$ cat config.mk
export PLATFORM = sky130hd
export DESIGN_NAME = prs_queue
export DESIGN_NICKNAME = d
export VERILOG_FILES = /design/src/prs_pkg.sv /design/src/prs_queue.sv
export SDC_FILE = /design/constraint.sdc
export NUM_CORES = 1
export LEC_CHECK = 0
export BUFFER_PORTS_ARGS = -buffer_cell sky130_fd_sc_hd__buf_2
export CORE_MARGIN = 1.5
export CORE_UTILIZATION = 56
export CTS_CLUSTER_SIZE = 28
export DETAILED_ROUTE_END_ITERATION = 10
export PLACE_DENSITY = 0.95
export SLEW_MARGIN = 20
export SYNTH_ARGS = -nofsm -noshare
export SYNTH_HDL_FRONTEND = slang
export SYNTH_SLANG_ARGS = --single-unit
export TNS_END_PERCENT = 1
$ cat constraint.sdc
create_clock -name clk_i -period 5.7 [get_ports clk_i]
set_input_delay 0.57 -clock clk_i [delete_from_list [all_inputs] [get_ports clk_i]]
set_output_delay 0.57 -clock clk_i [all_outputs]
set_load 0.01 [all_outputs]
$ cat src/prs_pkg.sv
// Shared constants, kernel table and types of the polyphase resampler.
`default_nettype none

package prs_pkg;

  localparam int TAPS        = 8;
  localparam int PHASES      = 32;
  localparam int SAMPLE_BITS = 20;

  localparam int TAP_BITS   = $clog2(TAPS);
  localparam int ROW_BITS   = $clog2(PHASES);
  localparam int COEF_BITS  = 16;
  localparam int FRAC_BITS  = 14;
  localparam int OUT_BITS   = 16;
  localparam int OUT_MAX    = 32767;
  localparam int OUT_MIN    = -32768;

  localparam int PHASE_BITS = 32;
  localparam int STEP_BITS  = 37;
  localparam int CARRY_BITS = STEP_BITS - PHASE_BITS + 1;
  localparam int CNT_BITS   = 5;
  localparam int CNT_MAX    = 31;
  localparam logic [CNT_BITS-1:0] CNT_RESET = CNT_BITS'(TAPS);

  localparam logic [STEP_BITS-1:0] STEP_MIN   = 37'h0004000000;
  localparam logic [STEP_BITS-1:0] STEP_MAX   = 37'h1000000000;
  localparam logic [STEP_BITS-1:0] STEP_RESET = 37'h0100000000;

  localparam int QUEUE_DEPTH = 2;

  // Configuration register indexes
  localparam int CFG_IDX_BITS = 2;
  localparam logic [CFG_IDX_BITS-1:0] REG_PHASE_STEP   = 2'd0;
  localparam logic [CFG_IDX_BITS-1:0] REG_CHANNEL_MODE = 2'd1;

  // Channel modes; the unused code behaves as mono
  localparam int MODE_BITS = 2;
  localparam logic [MODE_BITS-1:0] MODE_MONO   = 2'd0;
  localparam logic [MODE_BITS-1:0] MODE_DUP    = 2'd1;
  localparam logic [MODE_BITS-1:0] MODE_STEREO = 2'd2;

  typedef struct packed {
    logic [STEP_BITS-1:0] phase_step;
    logic [MODE_BITS-1:0] channel_mode;
  } prs_cfg_t;

  // Q14 windowed-sinc kernel, one row per phase, oldest tap first
  localparam logic signed [COEF_BITS-1:0] KERN [PHASES][TAPS] = '{
    '{ 16'sh0000,  16'sh0000,  16'sh0000,  16'sh4000,
       16'sh0000,  16'sh0000,  16'sh0000,  16'sh0000},
    '{-16'sh000a,  16'sh0052, -16'sh0179,  16'sh3fe2,
       16'sh019f, -16'sh005b,  16'sh000c,  16'sh0000},
    '{-16'sh0013,  16'sh009c, -16'sh02cc,  16'sh3f86,
       16'sh0362, -16'sh00c0,  16'sh001a,  16'sh0000},
    '{-16'sh001a,  16'sh00dc, -16'sh03f9,  16'sh3eef,
       16'sh054a, -16'sh012c,  16'sh002b,  16'sh0000},
    '{-16'sh001f,  16'sh0113, -16'sh0500,  16'sh3e1d,
       16'sh0753, -16'sh01a0,  16'sh003d,  16'sh0000},
    '{-16'sh0023,  16'sh0141, -16'sh05e1,  16'sh3d12,
       16'sh097c, -16'sh021a,  16'sh0050, -16'sh0001},
    '{-16'sh0026,  16'sh0166, -16'sh069e,  16'sh3bd0,
       16'sh0bc4, -16'sh029a,  16'sh0066, -16'sh0001},
    '{-16'sh0027,  16'sh0182, -16'sh0738,  16'sh3a5a,
       16'sh0e27, -16'sh031f,  16'sh007d, -16'sh0002},
    '{-16'sh0028,  16'sh0197, -16'sh07b0,  16'sh38b2,
       16'sh10a2, -16'sh03a7,  16'sh0096, -16'sh0003},
    '{-16'sh0027,  16'sh01a5, -16'sh0807,  16'sh36dc,
       16'sh1333, -16'sh0430,  16'sh00af, -16'sh0005},
    '{-16'sh0026,  16'sh01ab, -16'sh083f,  16'sh34db,
       16'sh15d5, -16'sh04ba,  16'sh00ca, -16'sh0007},
    '{-16'sh0024,  16'sh01ac, -16'sh085b,  16'sh32b3,
       16'sh1886, -16'sh0541,  16'sh00e5, -16'sh0008},
    '{-16'sh0022,  16'sh01a6, -16'sh085d,  16'sh3068,
       16'sh1b40, -16'sh05c6,  16'sh0101, -16'sh000b},
    '{-16'sh001f,  16'sh019c, -16'sh0846,  16'sh2dfe,
       16'sh1e00, -16'sh0644,  16'sh011c, -16'sh000d},
    '{-16'sh001c,  16'sh018e, -16'sh0819,  16'sh2b7a,
       16'sh20c1, -16'sh06bb,  16'sh0136, -16'sh0010},
    '{-16'sh0019,  16'sh017c, -16'sh07d9,  16'sh28e1,
       16'sh2380, -16'sh0727,  16'sh014f, -16'sh0013},
    '{-16'sh0016,  16'sh0167, -16'sh0788,  16'sh2637,
       16'sh2637, -16'sh0788,  16'sh0167, -16'sh0016},
    '{-16'sh0013,  16'sh014f, -16'sh0727,  16'sh2380,
       16'sh28e1, -16'sh07d9,  16'sh017c, -16'sh0019},
    '{-16'sh0010,  16'sh0136, -16'sh06bb,  16'sh20c1,
       16'sh2b7a, -16'sh0819,  16'sh018e, -16'sh001c},
    '{-16'sh000d,  16'sh011c, -16'sh0644,  16'sh1e00,
       16'sh2dfe, -16'sh0846,  16'sh019c, -16'sh001f},
    '{-16'sh000b,  16'sh0101, -16'sh05c6,  16'sh1b40,
       16'sh3068, -16'sh085d,  16'sh01a6, -16'sh0022},
    '{-16'sh0008,  16'sh00e5, -16'sh0541,  16'sh1886,
       16'sh32b3, -16'sh085b,  16'sh01ac, -16'sh0024},
    '{-16'sh0007,  16'sh00ca, -16'sh04ba,  16'sh15d5,
       16'sh34db, -16'sh083f,  16'sh01ab, -16'sh0026},
    '{-16'sh0005,  16'sh00af, -16'sh0430,  16'sh1333,
       16'sh36dc, -16'sh0807,  16'sh01a5, -16'sh0027},
    '{-16'sh0003,  16'sh0096, -16'sh03a7,  16'sh10a2,
       16'sh38b2, -16'sh07b0,  16'sh0197, -16'sh0028},
    '{-16'sh0002,  16'sh007d, -16'sh031f,  16'sh0e27,
       16'sh3a5a, -16'sh0738,  16'sh0182, -16'sh0027},
    '{-16'sh0001,  16'sh0066, -16'sh029a,  16'sh0bc4,
       16'sh3bd0, -16'sh069e,  16'sh0166, -16'sh0026},
    '{-16'sh0001,  16'sh0050, -16'sh021a,  16'sh097c,
       16'sh3d12, -16'sh05e1,  16'sh0141, -16'sh0023},
    '{ 16'sh0000,  16'sh003d, -16'sh01a0,  16'sh0753,
       16'sh3e1d, -16'sh0500,  16'sh0113, -16'sh001f},
    '{ 16'sh0000,  16'sh002b, -16'sh012c,  16'sh054a,
       16'sh3eef, -16'sh03f9,  16'sh00dc, -16'sh001a},
    '{ 16'sh0000,  16'sh001a, -16'sh00c0,  16'sh0362,
       16'sh3f86, -16'sh02cc,  16'sh009c, -16'sh0013},
    '{ 16'sh0000,  16'sh000c, -16'sh005b,  16'sh019f,
       16'sh3fe2, -16'sh0179,  16'sh0052, -16'sh000a}
  };

  function automatic logic signed [COEF_BITS-1:0] kern_coef(
    input logic [ROW_BITS-1:0] row,
    input logic [TAP_BITS-1:0] tap
  );
    return KERN[row][tap];
  endfunction

endpackage

`default_nettype wire

$ cat src/prs_queue.sv
// Front end: two-entry queue that takes input transactions ahead of the filter engine.
`default_nettype none

module prs_queue
  import prs_pkg::*;
#(
  parameter int WIDTH = 2 * SAMPLE_BITS
) (
  input  wire logic             clk_i,
  input  wire logic             rst_ni,
  input  wire logic             push_valid_i,
  output logic                  push_ready_o,
  input  wire logic [WIDTH-1:0] push_data_i,
  output logic                  pop_valid_o,
  input  wire logic             pop_i,
  output logic      [WIDTH-1:0] pop_data_o
);

  localparam int PTR_BITS   = (QUEUE_DEPTH > 1) ? $clog2(QUEUE_DEPTH) : 1;
  localparam int COUNT_BITS = $clog2(QUEUE_DEPTH + 1);

  logic [WIDTH-1:0]      mem_q [QUEUE_DEPTH];
  logic [PTR_BITS-1:0]   wr_ptr_q, wr_ptr_d;
  logic [PTR_BITS-1:0]   rd_ptr_q, rd_ptr_d;
  logic [COUNT_BITS-1:0] count_q, count_d;
  logic                  push, pop;

  assign push_ready_o = (count_q != COUNT_BITS'(QUEUE_DEPTH));
  assign pop_valid_o  = (count_q != '0);
  assign pop_data_o   = mem_q[rd_ptr_q];
  assign push         = push_valid_i && push_ready_o;
  assign pop          = pop_i && pop_valid_o;

  // Advance pointers and occupancy
  always_comb begin
    wr_ptr_d = push ? wr_ptr_q + PTR_BITS'(1) : wr_ptr_q;
    rd_ptr_d = pop ? rd_ptr_q + PTR_BITS'(1) : rd_ptr_q;
    count_d  = count_q;
    if (push && !pop) begin
      count_d = count_q + COUNT_BITS'(1);
    end else if (pop && !push) begin
      count_d = count_q - COUNT_BITS'(1);
    end
  end

  always_ff @(posedge clk_i or negedge rst_ni) begin
    if (!rst_ni) begin
      wr_ptr_q <= '0;
      rd_ptr_q <= '0;
      count_q  <= '0;
    end else begin
      wr_ptr_q <= wr_ptr_d;
      rd_ptr_q <= rd_ptr_d;
      count_q  <= count_d;
    end
  end

  // Store payload; no reset needed
  always_ff @(posedge clk_i) begin
    if (push) begin
      mem_q[wr_ptr_q] <= push_data_i;
    end
  end

endmodule

`default_nettype wire

## Word-level counts from Yosys, hierarchy flattened

Memory sizes are Yosys's and may differ from the RTL's.
Cells that the tools add are included.

- Memories kept: 1
- Register bits: 4
- RAM bits: 80
- Output and inout port bits: 42
- Word-level logic and storage cells: 21
- Input port bits: 44

Memories:

| memory | words | width | rd ports | clocked after Yosys merged registers in | wr ports | line | text |
|---|---|---|---|---|---|---|---|
| mem_q | 2 | 40 | 1 | 0 | 1 | prs_queue.sv:22 | `logic [WIDTH-1:0] mem_q [QUEUE_DEPTH];` |

- Reductions and logical operators: 8
- Equality and inequality tests: 1
- Muxes and demuxes: 4
- Add/sub/neg operators: 4

Operators with widths:

| kind | count |
|---|---|
| 1-bit logical AND | 4 |
| 2-bit 2-to-1 mux | 2 |
| 2-bit nonzero test | 2 |
| 1-bit adder, second input constant | 2 |
| 2-bit by 1-bit adder with 2-bit output, second input constant | 1 |
| 1-bit logical NOT | 2 |
| 1-bit 2-to-1 mux | 2 |
| 2-bit inequality test, second input constant | 1 |
| 2-bit by 1-bit subtractor with 2-bit output, second input constant | 1 |

## Depth between registers and ports, before layout

Gate-level depths: netlist of the first run.

- Depth after elaboration: 6
- Mapped depth: 7
- Gate-level depth less buffers: 7

## Least setup slack after synthesis of the first run

Ideal clock, no wire load.

- Path kind: flip-flop to flip-flop
- Start: register count_q[0]
- End: memory mem_q[0][0] (netlist bit) (enable)
- Data required time: 5.263 ns
- Data arrival time: 2.385 ns
- Library setup time: 0.437 ns
- Stages on the path, launching flop included: 4
- Path buffers: 0
- Clock period less this slack: 2.822 ns
- Setup slack: 2.878 ns
- Path through: dfrtp_1 -> nand2b_1 -> nand2_1 -> nor2_1

- Longest elaborated chain between the ends: 4

RTL lines:

| what | line | text |
|---|---|---|
| start: declaration | prs_queue.sv:25 | `logic [COUNT_BITS-1:0] count_q, count_d;` |
| start signal: assignment | prs_queue.sv:54 | `count_q <= count_d;` |
| 2-bit inequality test | prs_queue.sv:28 | `assign push_ready_o = (count_q != COUNT_BITS'(QUEUE_DEPTH));` |
| via push_ready_o | prs_queue.sv:12 | `output logic push_ready_o,` |
| 1-bit logical AND | prs_queue.sv:31 | `assign push = push_valid_i && push_ready_o;` |
| 1-bit 2-to-1 mux | prs_queue.sv:60 | `if (push) begin` |
| 1-bit 2-to-1 mux (not written as such) | prs_queue.sv:61 | `mem_q[wr_ptr_q] <= push_data_i;` |
| end: declaration | prs_queue.sv:22 |  |

The timed path passes the listed nets, and every way through them passes these cells.

## Worst setup path in the final report of the first run

- Start: register rd_ptr_q
- End: output pop_data_o[19]

- Longest elaborated chain between the ends: 1

RTL lines:

| what | line | text |
|---|---|---|
| start: declaration | prs_queue.sv:24 | `logic [PTR_BITS-1:0] rd_ptr_q, rd_ptr_d;` |
| start signal: assignment | prs_queue.sv:53 | `rd_ptr_q <= rd_ptr_d;` |
| memory read 2 x 40 bit | n/a |  |
| end: declaration | prs_queue.sv:16 | `output logic [WIDTH-1:0] pop_data_o` |

Every way passes these cells.

==> summary.md, run 1 <==
| Metric | Value |
|---|---|
| GR Overflow Total | `0` |
| CTS tree | `yes` |
| Share of layout cells above drive strength 1 | `60.6%` |
| Routability congestion estimate | `0.690` |
| Post-Synth XOR/XNOR Area | `1.33%` |
| Post_cts resized | `0` |
| Yosys cell types | `15` |
| # rows | `27` |
| Total power | `0.00203 W` |
| CP max stage delay | `550 ps` |
| Setup_tns | `0 ps` |
| H-tree levels | `3` |
| Post-layout min period | `2540 ps` |
| Final setup fails | `0` |
| Initial antenna violation count | `0` |
| Area delta synth->final | `20.9%` |
| Antenna Cells | `0` |
| Hold Violations, Final | `0` |
| Worst Path Buf+Inv | `2` |
| Worst skew pair latency | `340 ps` |
| Clock Sinks | `84` |
| Top Family by Delay on Critical Path | `buffers and inverters` |
| CP max stage cell | `buf_4` |
| Yosys warns | `0` |
| Max cap viols | `0` |
| Hold buffer count at cts | `0` |
| Die area | `0.00633 sq mm` |
| Actual slew at the worst max-slew pin | `908 ps` |
| Root Buffer | `clkbuf_8` |
| Setup Fix Bufs, Post-CTS | `0` |
| Max VDD drop | `324 uV` |
| Die width | `79.6 um` |
| CTS Buf Count | `9` |
| GRT Util Overall | `17.1%` |
| Post-Synthesis Mean Instance Area | `23.0 sq um` |
| Crit Path Max Fanout | `33` |
| Max-slew headroom | `39.5%` |
| Synth Cell Area | `0.00328 sq mm` |
| Worst Path Required | `5130 ps` |
| Hold Path Class | `input port to async pin` |
| Compound-cell area share of the yosys netlist | `0%` |
| Syn Nets | `188` |
| First-pass GRT wire length | `7760 um` |
| Standby leakage power | `1.63 nW` |
| Period utilization | `44.5%` |
| RSZ-0062 raised after global routing | `false` |
| Main combinational cell family by area after synthesis | `multiplexers` |
| Hold_ws | `24.9 ps` |
| Sequential share of the synthesized area | `76.2%` |
| Crit path kind | `flop to output pin` |
| Area share of and/or/nand/nor cells after synthesis | `1.03%` |
| Final setup skew | `7.98 ps` |
| Wire length per cell | `16.3 um` |
| Clock buffer depth | `2` |
| Vias in the first global route | `1650` |
| Largest net degree at the start of global routing | `41` |
| Crit path arrival time | `1970 ps` |
| Drt drc | `0` |
| Yosys reg bits | `84` |
| Vias | `1585` |
| CP cell instances | `buf_4 -> mux2_2 -> buf_2` |
| Status | `finished, final reports clean` |
| Routed vias/inst | `5.06` |
| Post-route ant nets | `0` |
| Peak Freq | `394 MHz` |
| Power Dens Cells | `512 mW/mm^2` |
| Detailed placement HPWL | `3400 um` |
| Final Routed Wirelength | `5100 um` |
| Startpoint types | `flop` |
| Final net count | `281` |
| Initial DRC count | `69` |
| Die Y | `79.6 um` |
| Clk pin slew, worst setup/hold paths | `80 ps` |
| Max Slew Vio Count | `0` |
| IO Port Bufs | `85` |
| Core box area | `0.00557 sq mm` |
| Pre-Repair DR Iteration Count | `4` |
| Layout Utilization | `71.2%` |
| Io pins | `86` |
| Setup crit end kind | `output pin` |
| Initial Utilization | `58.9%` |
| Synth Instances | `143` |
| Mux share of post-synthesis cell area | `18.2%` |
| Post-Synth Adder-Cell Area | `0.381%` |
[cell families (layout without fill, tap and decap cells)]
family,count (synthesis),count (layout)
mux,40,40
xor+xnor,5,5
simple gates,7,7
flops,84,84
fa+ha+maj,1,1
buf+inv,6,104
[through the flow]
| stage | setup slack (ps) | area, sq um | std cells |
|---|---|---|---|
| CTS | 3120 | 3950 | 312 |
| global placement | 3510 | 3730 | 296 |
| detailed placement | 3500 | 3730 | 296 |
| finish | 3160 | 3970 | 313 |
| floorplan | 2880 | 3280 | 143 |
| global route | 3060 | 3970 | 313 |
[cells in the mapped netlist]
| library cell | n | share of area (%) |
|---|---|---|
| dfrtp_1 | 4 | 3.0 |
| nand2_1 | 2 | 0.23 |
| nand2b_1 | 1 | 0.19 |
| edfxtp_1 | 80 | 73 |
| nor2_1 | 2 | 0.23 |
| ha_1 | 1 | 0.38 |
| buf_12 | 4 | 2.4 |
| buf_6 | 1 | 0.34 |
| mux2_4 | 39 | 18 |
| inv_1 | 1 | 0.11 |
| mux2_2 | 1 | 0.34 |
| xnor2_1 | 3 | 0.80 |
| and3_1 | 1 | 0.19 |
| or2_1 | 1 | 0.19 |
| xor2_1 | 2 | 0.53 |
[final cells by class]
type / count / area (sq um)
Sequential cell: 84 / 2500
Fill cell: 376 / 1600
Multi-Input combinational cell: 53 / 696
Timing Repair Buffer: 87 / 453
Clock buffer: 10 / 138
Tap cell: 72 / 90.1
Clock inverter: 6 / 87.6
Inverter: 1 / 3.75
[power breakdown]
group | total (W) | internal (W) | switching [W]
clock network | 0.000458 | 0.000259 | 0.000199
logic | 0.000666 | 0.000350 | 0.000316
registers | 0.000908 | 0.000847 | 0.0000608
[flip-flops by register name, summed over array words and instances (netlist names)]
register,count
count_q,2
wr_ptr_q,1
rd_ptr_q,1
mem_q,80
[metal layers]
metal  part of all wire, %  global-route usage (%)  up-vias
li1                      -                       -      738
met1                    41                    20.8      785
met2                    52                    29.0       56
met3                   5.1                    4.00        6
met4                   1.3                    7.89        0
met5                     0                       0        -
[cells in the final DEF, fill, tap and decap left out]
master     Yosys  routed
xnor2_1        3       3
bufinv_16      0       2
mux2_4        39      39
nand2b_1       1       1
nor2_1         2       1
dfrtp_1        4       3
buf_2          0      85
nor2_4         0       1
clkbuf_8       0      10
clkinv_2       0       2
buf_4          0       1
nand2_1        2       2
buf_12         4       1
xor2_1         2       2
mux2_2         1       1
ha_1           1       1
or2_1          1       1
dfrtp_2        0       1
edfxtp_1      80      80
inv_1          1       1
and3_2         0       1
clkinv_4       0       2
[worst paths after layout]
path                       cells past startpoint  slack, ps             end            start
max                                            3       3160  pop_data_o[19]         rd_ptr_q
min                                            1         20        wr_ptr_q           rst_ni
max reg2reg                                    2       3930    mem_q[1][30]       count_q[0]
min reg2reg                                    1        520      count_q[1]       count_q[1]
max in group asynchronous                      1       5520        rd_ptr_q           rst_ni
min in group clk_i                             1        410    mem_q[0][22]  push_data_i[22]
No activity file was read; power rests on OpenSTA's default activity.
==> run 2, diff against run 1 <==
--- a/config.mk
+++ b/config.mk
@@ -7,10 +7,10 @@
 export LEC_CHECK = 0
 export BUFFER_PORTS_ARGS = -buffer_cell sky130_fd_sc_hd__buf_2
 export CORE_MARGIN = 1.5
-export CORE_UTILIZATION = 56
+export CORE_UTILIZATION = 52
 export CTS_CLUSTER_SIZE = 28
 export DETAILED_ROUTE_END_ITERATION = 10
-export PLACE_DENSITY = 0.95
+export PLACE_DENSITY = 0.9
 export SLEW_MARGIN = 20
 export SYNTH_ARGS = -nofsm -noshare
 export SYNTH_HDL_FRONTEND = slang
==> constraint.sdc (replaced) <==
create_clock -name clk_i -period 2.45 [get_ports clk_i]
set_input_delay 0.245 -clock clk_i [delete_from_list [all_inputs] [get_ports clk_i]]
set_output_delay 0.245 -clock clk_i [all_outputs]
set_load 0.01 [all_outputs]
==> run 2 against run 1 <==
Against the previous run:
- flip-flop and latch count did not move
- non-clock buffer count rose by 2
- clock-buffer cell count fell by 1
- clock skew fell by 0.90 ps
- utilization fell by 4.8 points
- register-to-register slack got worse by 3200 ps
- final cell count rose by 1.6%
- critical path depth did not move
- sequential power rose by 130%
- cell area rose by 0.76%
- clock power rose by 130%
- combinational power rose by 130%
==> summary.md, run 2 (synthesis results as in run 1) <==
| Metric | Value |
|---|---|
| Max cap viols | `0 (unchanged)` |
| Hold buffer count at cts | `1 (+1)` |
| Worst Path Required | `2200 ps (-2930 ps)` |
| # fillers | `411 (+9.3%)` |
| CTS Buf Count | `9 (unchanged)` |
| Worst Path Buf+Inv | `2 (unchanged)` |
| Commonest non-fill, non-tap cell in the layout | `buf_2` |
| RR Startpoint | `count_q[0]` |
| CP max stage delay | `640 ps (+90 ps)` |
| Setup crit end kind | `output pin` |
| Final Routed Wirelength | `4850 um (-4.9%)` |
| Die Y | `82.5 um (+3.6%)` |
| Die width | `82.5 um (+3.6%)` |
| Root Buffer | `clkbuf_8` |
| Power Dens Cells | `1180 mW/mm^2 (+130%)` |
| Clk pin slew, worst setup/hold paths | `80 ps (about the same)` |
| Final net count | `283 (+0.71%)` |
| GRT Util Overall | `15.3% (-1.8 points)` |
| R2r endpoint | `mem_q[0][0]` |
| Setup_tns | `0 ps (unchanged)` |
| Largest net degree at the start of global routing | `41 (unchanged)` |
| Startpoint types | `flop` |
| Period utilization | `82.3%` |
| Standby leakage power | `1.63 nW (+0.24%)` |
| Commonest cells after routing, fill and taps aside | `buf_2 (85), edfxtp_1 (80), mux2_4 (39)` |
| Hold path depth | `1` |
| Reg2Reg Depth | `4 (+2)` |
| Total power | `0.00473 W (+130%)` |
| Final Non-Filler Cells | `318 (+1.6%)` |
| Post_cts resized | `0 (unchanged)` |
| Vias in the first global route | `1584 (-4.0%)` |
| Max VDD drop | `940 uV (+190%)` |
| Drt drc | `0 (unchanged)` |
| Final setup skew | `7.08 ps (-0.905 ps)` |
| # rows | `28 (+3.7%)` |
| Crit path kind | `flop to output pin` |
| Top Family by Delay on Critical Path | `flip-flops` |
| Max-slew headroom | `65.4% (+26 points)` |
| Final setup fails | `0 (unchanged)` |
| CP cell instances | `buf_12 -> mux2_2 -> buf_2` |
| Hold Violations, Final | `0 (unchanged)` |
| Pre-Repair DR Iteration Count | `4 (unchanged)` |
| Routed vias/inst | `4.84 (-4.4%)` |
| First-pass GRT wire length | `7190 um (-7.4%)` |
| Routability congestion estimate | `0.732 (+6.0%)` |
| CTS tree | `yes` |
| Placed Cells | `301 (+1.7%)` |
| Io pins | `86 (unchanged)` |
| Setup Fix Bufs, Post-CTS | `0 (unchanged)` |
| Footprint of the multi-input gates | `696 sq um (unchanged)` |
| Share of layout cells above drive strength 1 | `60.5% (-0.087 points)` |
| IO Port Bufs | `85 (unchanged)` |
| Area delta synth->final | `21.8%` |
| Die area | `0.00680 sq mm (+7.4%)` |
| Worst skew pair latency | `340 ps (about the same)` |
| Initial DRC count | `108 (+57%)` |
| Antenna Cells | `0 (unchanged)` |
| Reg2Reg Setup Slack | `780 ps (-3150 ps)` |
| Seq. cell area | `0.00250 sq mm (unchanged)` |
| Biggest register | `mem_q` |
| Vias | `1539 (-2.9%)` |
| Crit Path Max Fanout | `29 (-12%)` |
| Initial antenna violation count | `0 (unchanged)` |
| Final Worst Setup Slack | `434 ps (-2730 ps)` |
| Clock Sinks | `84 (unchanged)` |
| H-tree levels | `3 (unchanged)` |
| Initial Utilization | `54.5% (-4.4 points)` |
| Actual slew at the worst max-slew pin | `519 ps (-389 ps)` |
| CP max stage cell | `dfrtp_2` |
| Hold Crit Start | `push_data_i[22]` |
| RSZ-0062 raised after global routing | `false` |
| Post-route ant nets | `0 (unchanged)` |
| Setup WS pre-CTS | `768 ps (-2730 ps)` |
| Wire length per cell | `15.3 um (-6.4%)` |
| Max reg flops | `80 (unchanged)` |
| Post-layout min period | `2020 ps` |
| Crit path arrival time | `1770 ps (-200 ps)` |
| GR Overflow Total | `0 (unchanged)` |
| Max Slew Vio Count | `0 (unchanged)` |
| Core box area | `0.00603 sq mm (+8.1%)` |
| Sink of the worst hold path | `mem_q[1][22]` |
| Clock buffer depth | `2 (unchanged)` |
| Peak Freq | `496 MHz` |
| Top flop regs | `mem_q (80), count_q (2)` |
| Hold Path Class | `input port to flop` |
| Status | `finished, final reports clean` |
[run 2: worst reg2reg max path: cells and delay by family (launching register included)]
family | cells | cell delay, ps
buf+inv | 1 | 450
flops | 1 | 420
simple gates | 3 | 430
[run 2: metrics by stage]
stage                     hold slack [ps]  util [%]  instance area [sq um]
after global placement               57.8      62.6                   3770
after floorplan                     -50.6         -                   3290
after CTS                            71.9      66.4                   4000
final                                86.3      66.4                   4000
after detailed placement             62.0      62.6                   3770
after global routing                 69.5      66.4                   4000
[run 2: cell type report]
| type | count | share of cell area, % |
|---|---|---|
| clock inverters | 7 | 2.44 |
| multi-input cells | 53 | 17.4 |
| repair buffers | 89 | 12.1 |
| flip-flops and latches | 84 | 62.6 |
| well taps | 75 | 2.35 |
| clock buffers | 9 | 3.10 |
| inverters | 1 | 0.0938 |
[run 2: report_power, final]
| part | switching (W) | internal [W] |
|---|---|---|
| Combinational | 0.000718 | 0.000838 |
| Clock | 0.000471 | 0.000579 |
| Sequential | 0.000158 | 0.00197 |
[run 2: worst max-delay path by stage]
stage                          start             end  slack, ps  cells after the start
after floorplan           count_q[0]     mem_q[0][0]        290                      3
final                       rd_ptr_q  pop_data_o[19]        430                      3
after CTS                   rd_ptr_q  pop_data_o[19]        390                      3
after global placement      rd_ptr_q  pop_data_o[19]        770                      3
after detailed placement    rd_ptr_q  pop_data_o[19]        770                      3
after global routing        rd_ptr_q  pop_data_o[19]        360                      3
[run 2: layer usage]
layer,routed length (um),GRT usage [%]
met1,1840,16.3
met2,2650,27.8
met3,259,3.08
met5,0,0
met4,101,8.81
==> run 3, diff against run 2 <==
--- a/config.mk
+++ b/config.mk
@@ -7,10 +7,10 @@
 export LEC_CHECK = 0
 export BUFFER_PORTS_ARGS = -buffer_cell sky130_fd_sc_hd__buf_2
 export CORE_MARGIN = 1.5
-export CORE_UTILIZATION = 52
+export CORE_UTILIZATION = 47
 export CTS_CLUSTER_SIZE = 28
 export DETAILED_ROUTE_END_ITERATION = 10
-export PLACE_DENSITY = 0.9
+export PLACE_DENSITY = 0.86
 export SLEW_MARGIN = 20
 export SYNTH_ARGS = -nofsm -noshare
 export SYNTH_HDL_FRONTEND = slang
==> constraint.sdc (replaced) <==
create_clock -name clk_i -period 1.6 [get_ports clk_i]
set_input_delay 0.16 -clock clk_i [delete_from_list [all_inputs] [get_ports clk_i]]
set_output_delay 0.16 -clock clk_i [all_outputs]
set_load 0.01 [all_outputs]
==> run 3 against run 2 <==
Against the previous run:
- the flow now finishes with violations (setup timing)
- die area rose by 10%
- global-route usage rose by 1.0 points
- non-clock buffer count rose by 41
- worst hold slack got worse by 70 ps
- clock power rose by 36%
- clock-buffer cell count rose by 3
- utilization rose by 1.4 points
- critical path type unchanged
- largest cell class unchanged
- largest power group is now combinational cells
==> summary.md, run 3 (synthesis results as in run 1) <==
| Metric | Value |
|---|---|
| Switching share of power | `28.6% (+0.14 points)` |
| Core box area | `0.00676 sq mm (+12%)` |
| Pre-Repair DR Iteration Count | `3 (-1)` |
| Root Buffer | `clkbuf_8` |
| GR Overflow Total | `0 (unchanged)` |
| CTS Buf Count | `9 (unchanged)` |
| CP max stage cell | `dfrtp_2` |
| Max-slew headroom | `83.9% (+19 points)` |
| Net Sw Power | `0.00228 W (+69%)` |
| Commonest cells after routing, fill and taps aside | `edfxtp_1 (80), buf_2 (63), mux2_4 (39)` |
| Clock Sinks | `84 (unchanged)` |
| Final Non-Filler Cells | `364 (+14%)` |
| CTS tree | `yes` |
| Failing checks | `setup timing` |
| Max reg flops | `80 (unchanged)` |
| Placed cell area | `0.00380 sq mm (+0.90%)` |
| Max VDD drop | `1160 uV (+24%)` |
| Initial DRC count | `108 (unchanged)` |
| Final net count | `324 (+14%)` |
| Routed vias/inst | `4.83 (-0.15%)` |
| Peak Freq | `606 MHz` |
| Final setup fails | `38 (+38)` |
| Setup crit end kind | `output pin` |
| Hold path depth | `1 (unchanged)` |
| IO Port Bufs | `85 (unchanged)` |
| Vias in the first global route | `1866 (+18%)` |
| Commonest non-fill, non-tap cell in the layout | `edfxtp_1` |
| Clk pin slew, worst setup/hold paths | `70 ps (about the same)` |
| Io pins | `86 (unchanged)` |
| Reg2Reg Depth | `7 (+3)` |
| Actual slew at the worst max-slew pin | `242 ps (-278 ps)` |
| Period utilization | `103%` |
| Cell mode on critical path | `buf_6` |
| Hold Crit Start | `push_data_i[33]` |
| Drt drc | `0 (unchanged)` |
| Antenna Cells | `0 (unchanged)` |
| Setup_tns | `-1150 ps (-1150 ps)` |
| Die Y | `86.6 um (+5.0%)` |
| Standby leakage power | `1.87 nW (+15%)` |
| Combinational share of power | `42.0% (+9.1 points)` |
| Status | `finished with violations` |
| Wire length per cell | `16.5 um (+8.3%)` |
| Reg2Reg Setup Slack | `120 ps (-660 ps)` |
| CP max stage delay | `420 ps (-220 ps)` |
| Biggest register | `mem_q` |
| Die area | `0.00750 sq mm (+10%)` |
| Sequential power share | `40.0% (-4.9 points)` |
| Power Dens Cells | `1740 mW/mm^2 (+47%)` |
| Crit Path Max Fanout | `5 (-83%)` |
| Initial antenna violation count | `0 (unchanged)` |
| Clock Power Share | `18.0% (-4.2 points)` |
| Area delta synth->final | `39.5%` |
| Final Worst Setup Slack | `-50.5 ps (-485 ps)` |
| Layout Utilization | `67.8% (+1.4 points)` |
| Die width | `86.6 um (+5.0%)` |
| Placed Cells | `308 (+2.3%)` |
| Post-route ant nets | `0 (unchanged)` |
| First-pass GRT wire length | `8840 um (+23%)` |
| Max cap viols | `0 (unchanged)` |
| Initial Utilization | `48.6% (-5.9 points)` |
| Sink of the worst hold path | `mem_q[1][33]` |
| H-tree levels | `3 (unchanged)` |
| Int Pwr | `0.00569 W (+68%)` |
| Clock buffer depth | `2 (unchanged)` |
| Setup WS pre-CTS | `24.9 ps (-743 ps)` |
| Worst skew pair latency | `340 ps (about the same)` |
| Vias | `1759 (+14%)` |
| Largest net degree at the start of global routing | `41 (unchanged)` |
| # fillers | `460 (+12%)` |
| Hold Violations, Final | `0 (unchanged)` |
| CP cell instances | `buf_6 -> clkbuf_16 -> mux2_4 -> buf_6` |
| Max Slew Vio Count | `0 (unchanged)` |
| GRT Util Overall | `16.3% (+1.0 points)` |
| RR Startpoint | `count_q[0]` |
| Final setup skew | `6.63 ps (-0.451 ps)` |
| Top flop regs | `mem_q (80), count_q (2)` |
| Crit path kind | `flop to output pin` |
| # rows | `30 (+7.1%)` |
| Post-layout min period | `1650 ps` |
| Final Routed Wirelength | `6010 um (+24%)` |
| Routability congestion estimate | `0.687 (-6.1%)` |
| Hold Path Class | `input port to flop` |
| Share of layout cells above drive strength 1 | `54.9% (-5.6 points)` |
| Crit path arrival time | `1490 ps (-280 ps)` |
| R2r endpoint | `count_q[1]` |
| Final Instance Area | `0.00458 sq mm (+15%)` |
| Detailed placement HPWL | `3490 um` |
| Startpoint types | `flop` |
| RSZ-0062 raised after global routing | `true` |
| Worst Path Required | `1440 ps (-760 ps)` |
-- run 3: changes by cell type in the layout (fill, tap and decap cells not counted), sizes merged --
cell,change
bufinv,-1
inv,-2
clkbuf,+5
buf,+8
dlygate4sd3,+31
-- run 3: through the flow --
stage | hold WS [ps] | total power [W]
6_report | 16.0 | 0.00796
5_1_grt | 3.04 | 0.00836
4_1_cts | 0.131 | 0.00770
3_5_place_dp | -25.8 | 0.00583
3_3_place_gp | -31.5 | 0.00574
2_1_floorplan | -136 | 0.00512
-- run 3: cell type report --
| type | instances | area, sq um | area share [%] |
|---|---|---|---|
| clock buffers | 12 | 135 | 2.95 |
| clock inverters | 4 | 50.0 | 1.09 |
| inverters | 1 | 3.75 | 0.0819 |
| multi-input cells | 53 | 706 | 15.4 |
| flip-flops and latches | 84 | 2500 | 54.6 |
| well taps | 80 | 100 | 2.18 |
| repair buffers | 130 | 1080 | 23.6 |
-- run 3: per-layer routing --
| layer | global-route usage [%] | up-vias | wire length (um) | part of all wire [%] |
|---|---|---|---|---|
| met5 | 0 | - | 0 | 0 |
| met4 | 6.16 | 0 | 93 | 1.5 |
| met3 | 4.10 | 8 | 164 | 2.7 |
| met2 | 30.3 | 48 | 3300 | 55 |
| met1 | 17.8 | 877 | 2460 | 41 |
| li1 | - | 826 | - | - |
-- run 3: critical path, delay by kind of cell, from the launching register on --
kind	cells	cell delay (ps)
multiplexers	1	300
buffers and inverters	3	420
flip-flops	1	420
-- run 3: how the worst max path moves through the flow --
stage	startpoint	end	slack, ps
after detailed placement	count_q[0]	count_q[1]	20
after CTS	rd_ptr_q	pop_data_o[24]	-70
after global routing	rd_ptr_q	pop_data_o[13]	-90
after global placement	count_q[0]	count_q[1]	160
after floorplan	count_q[0]	mem_q[0][0]	-130
final	rd_ptr_q	pop_data_o[14]	-50
-- run 3: timing repair --
action                                  CTS  global route
resized for setup                        22            10
pin swaps                                 0             0
cloned                                    0             3
hold endpoints to repair                 58             2
buffers inserted                          3             2
endpoints found under the setup margin   37            41
hold buffers                             31             1
-- run 3: power groups by stage --
stage | registers, W | clock network, W | logic [W]
CTS | 0.00321 | 0.00147 | 0.00302
floorplan | 0.00317 | 0 | 0.00194
global route | 0.00323 | 0.00158 | 0.00355
detailed placement | 0.00327 | 0 | 0.00257
finish | 0.00319 | 0.00143 | 0.00335
global placement | 0.00322 | 0 | 0.00252
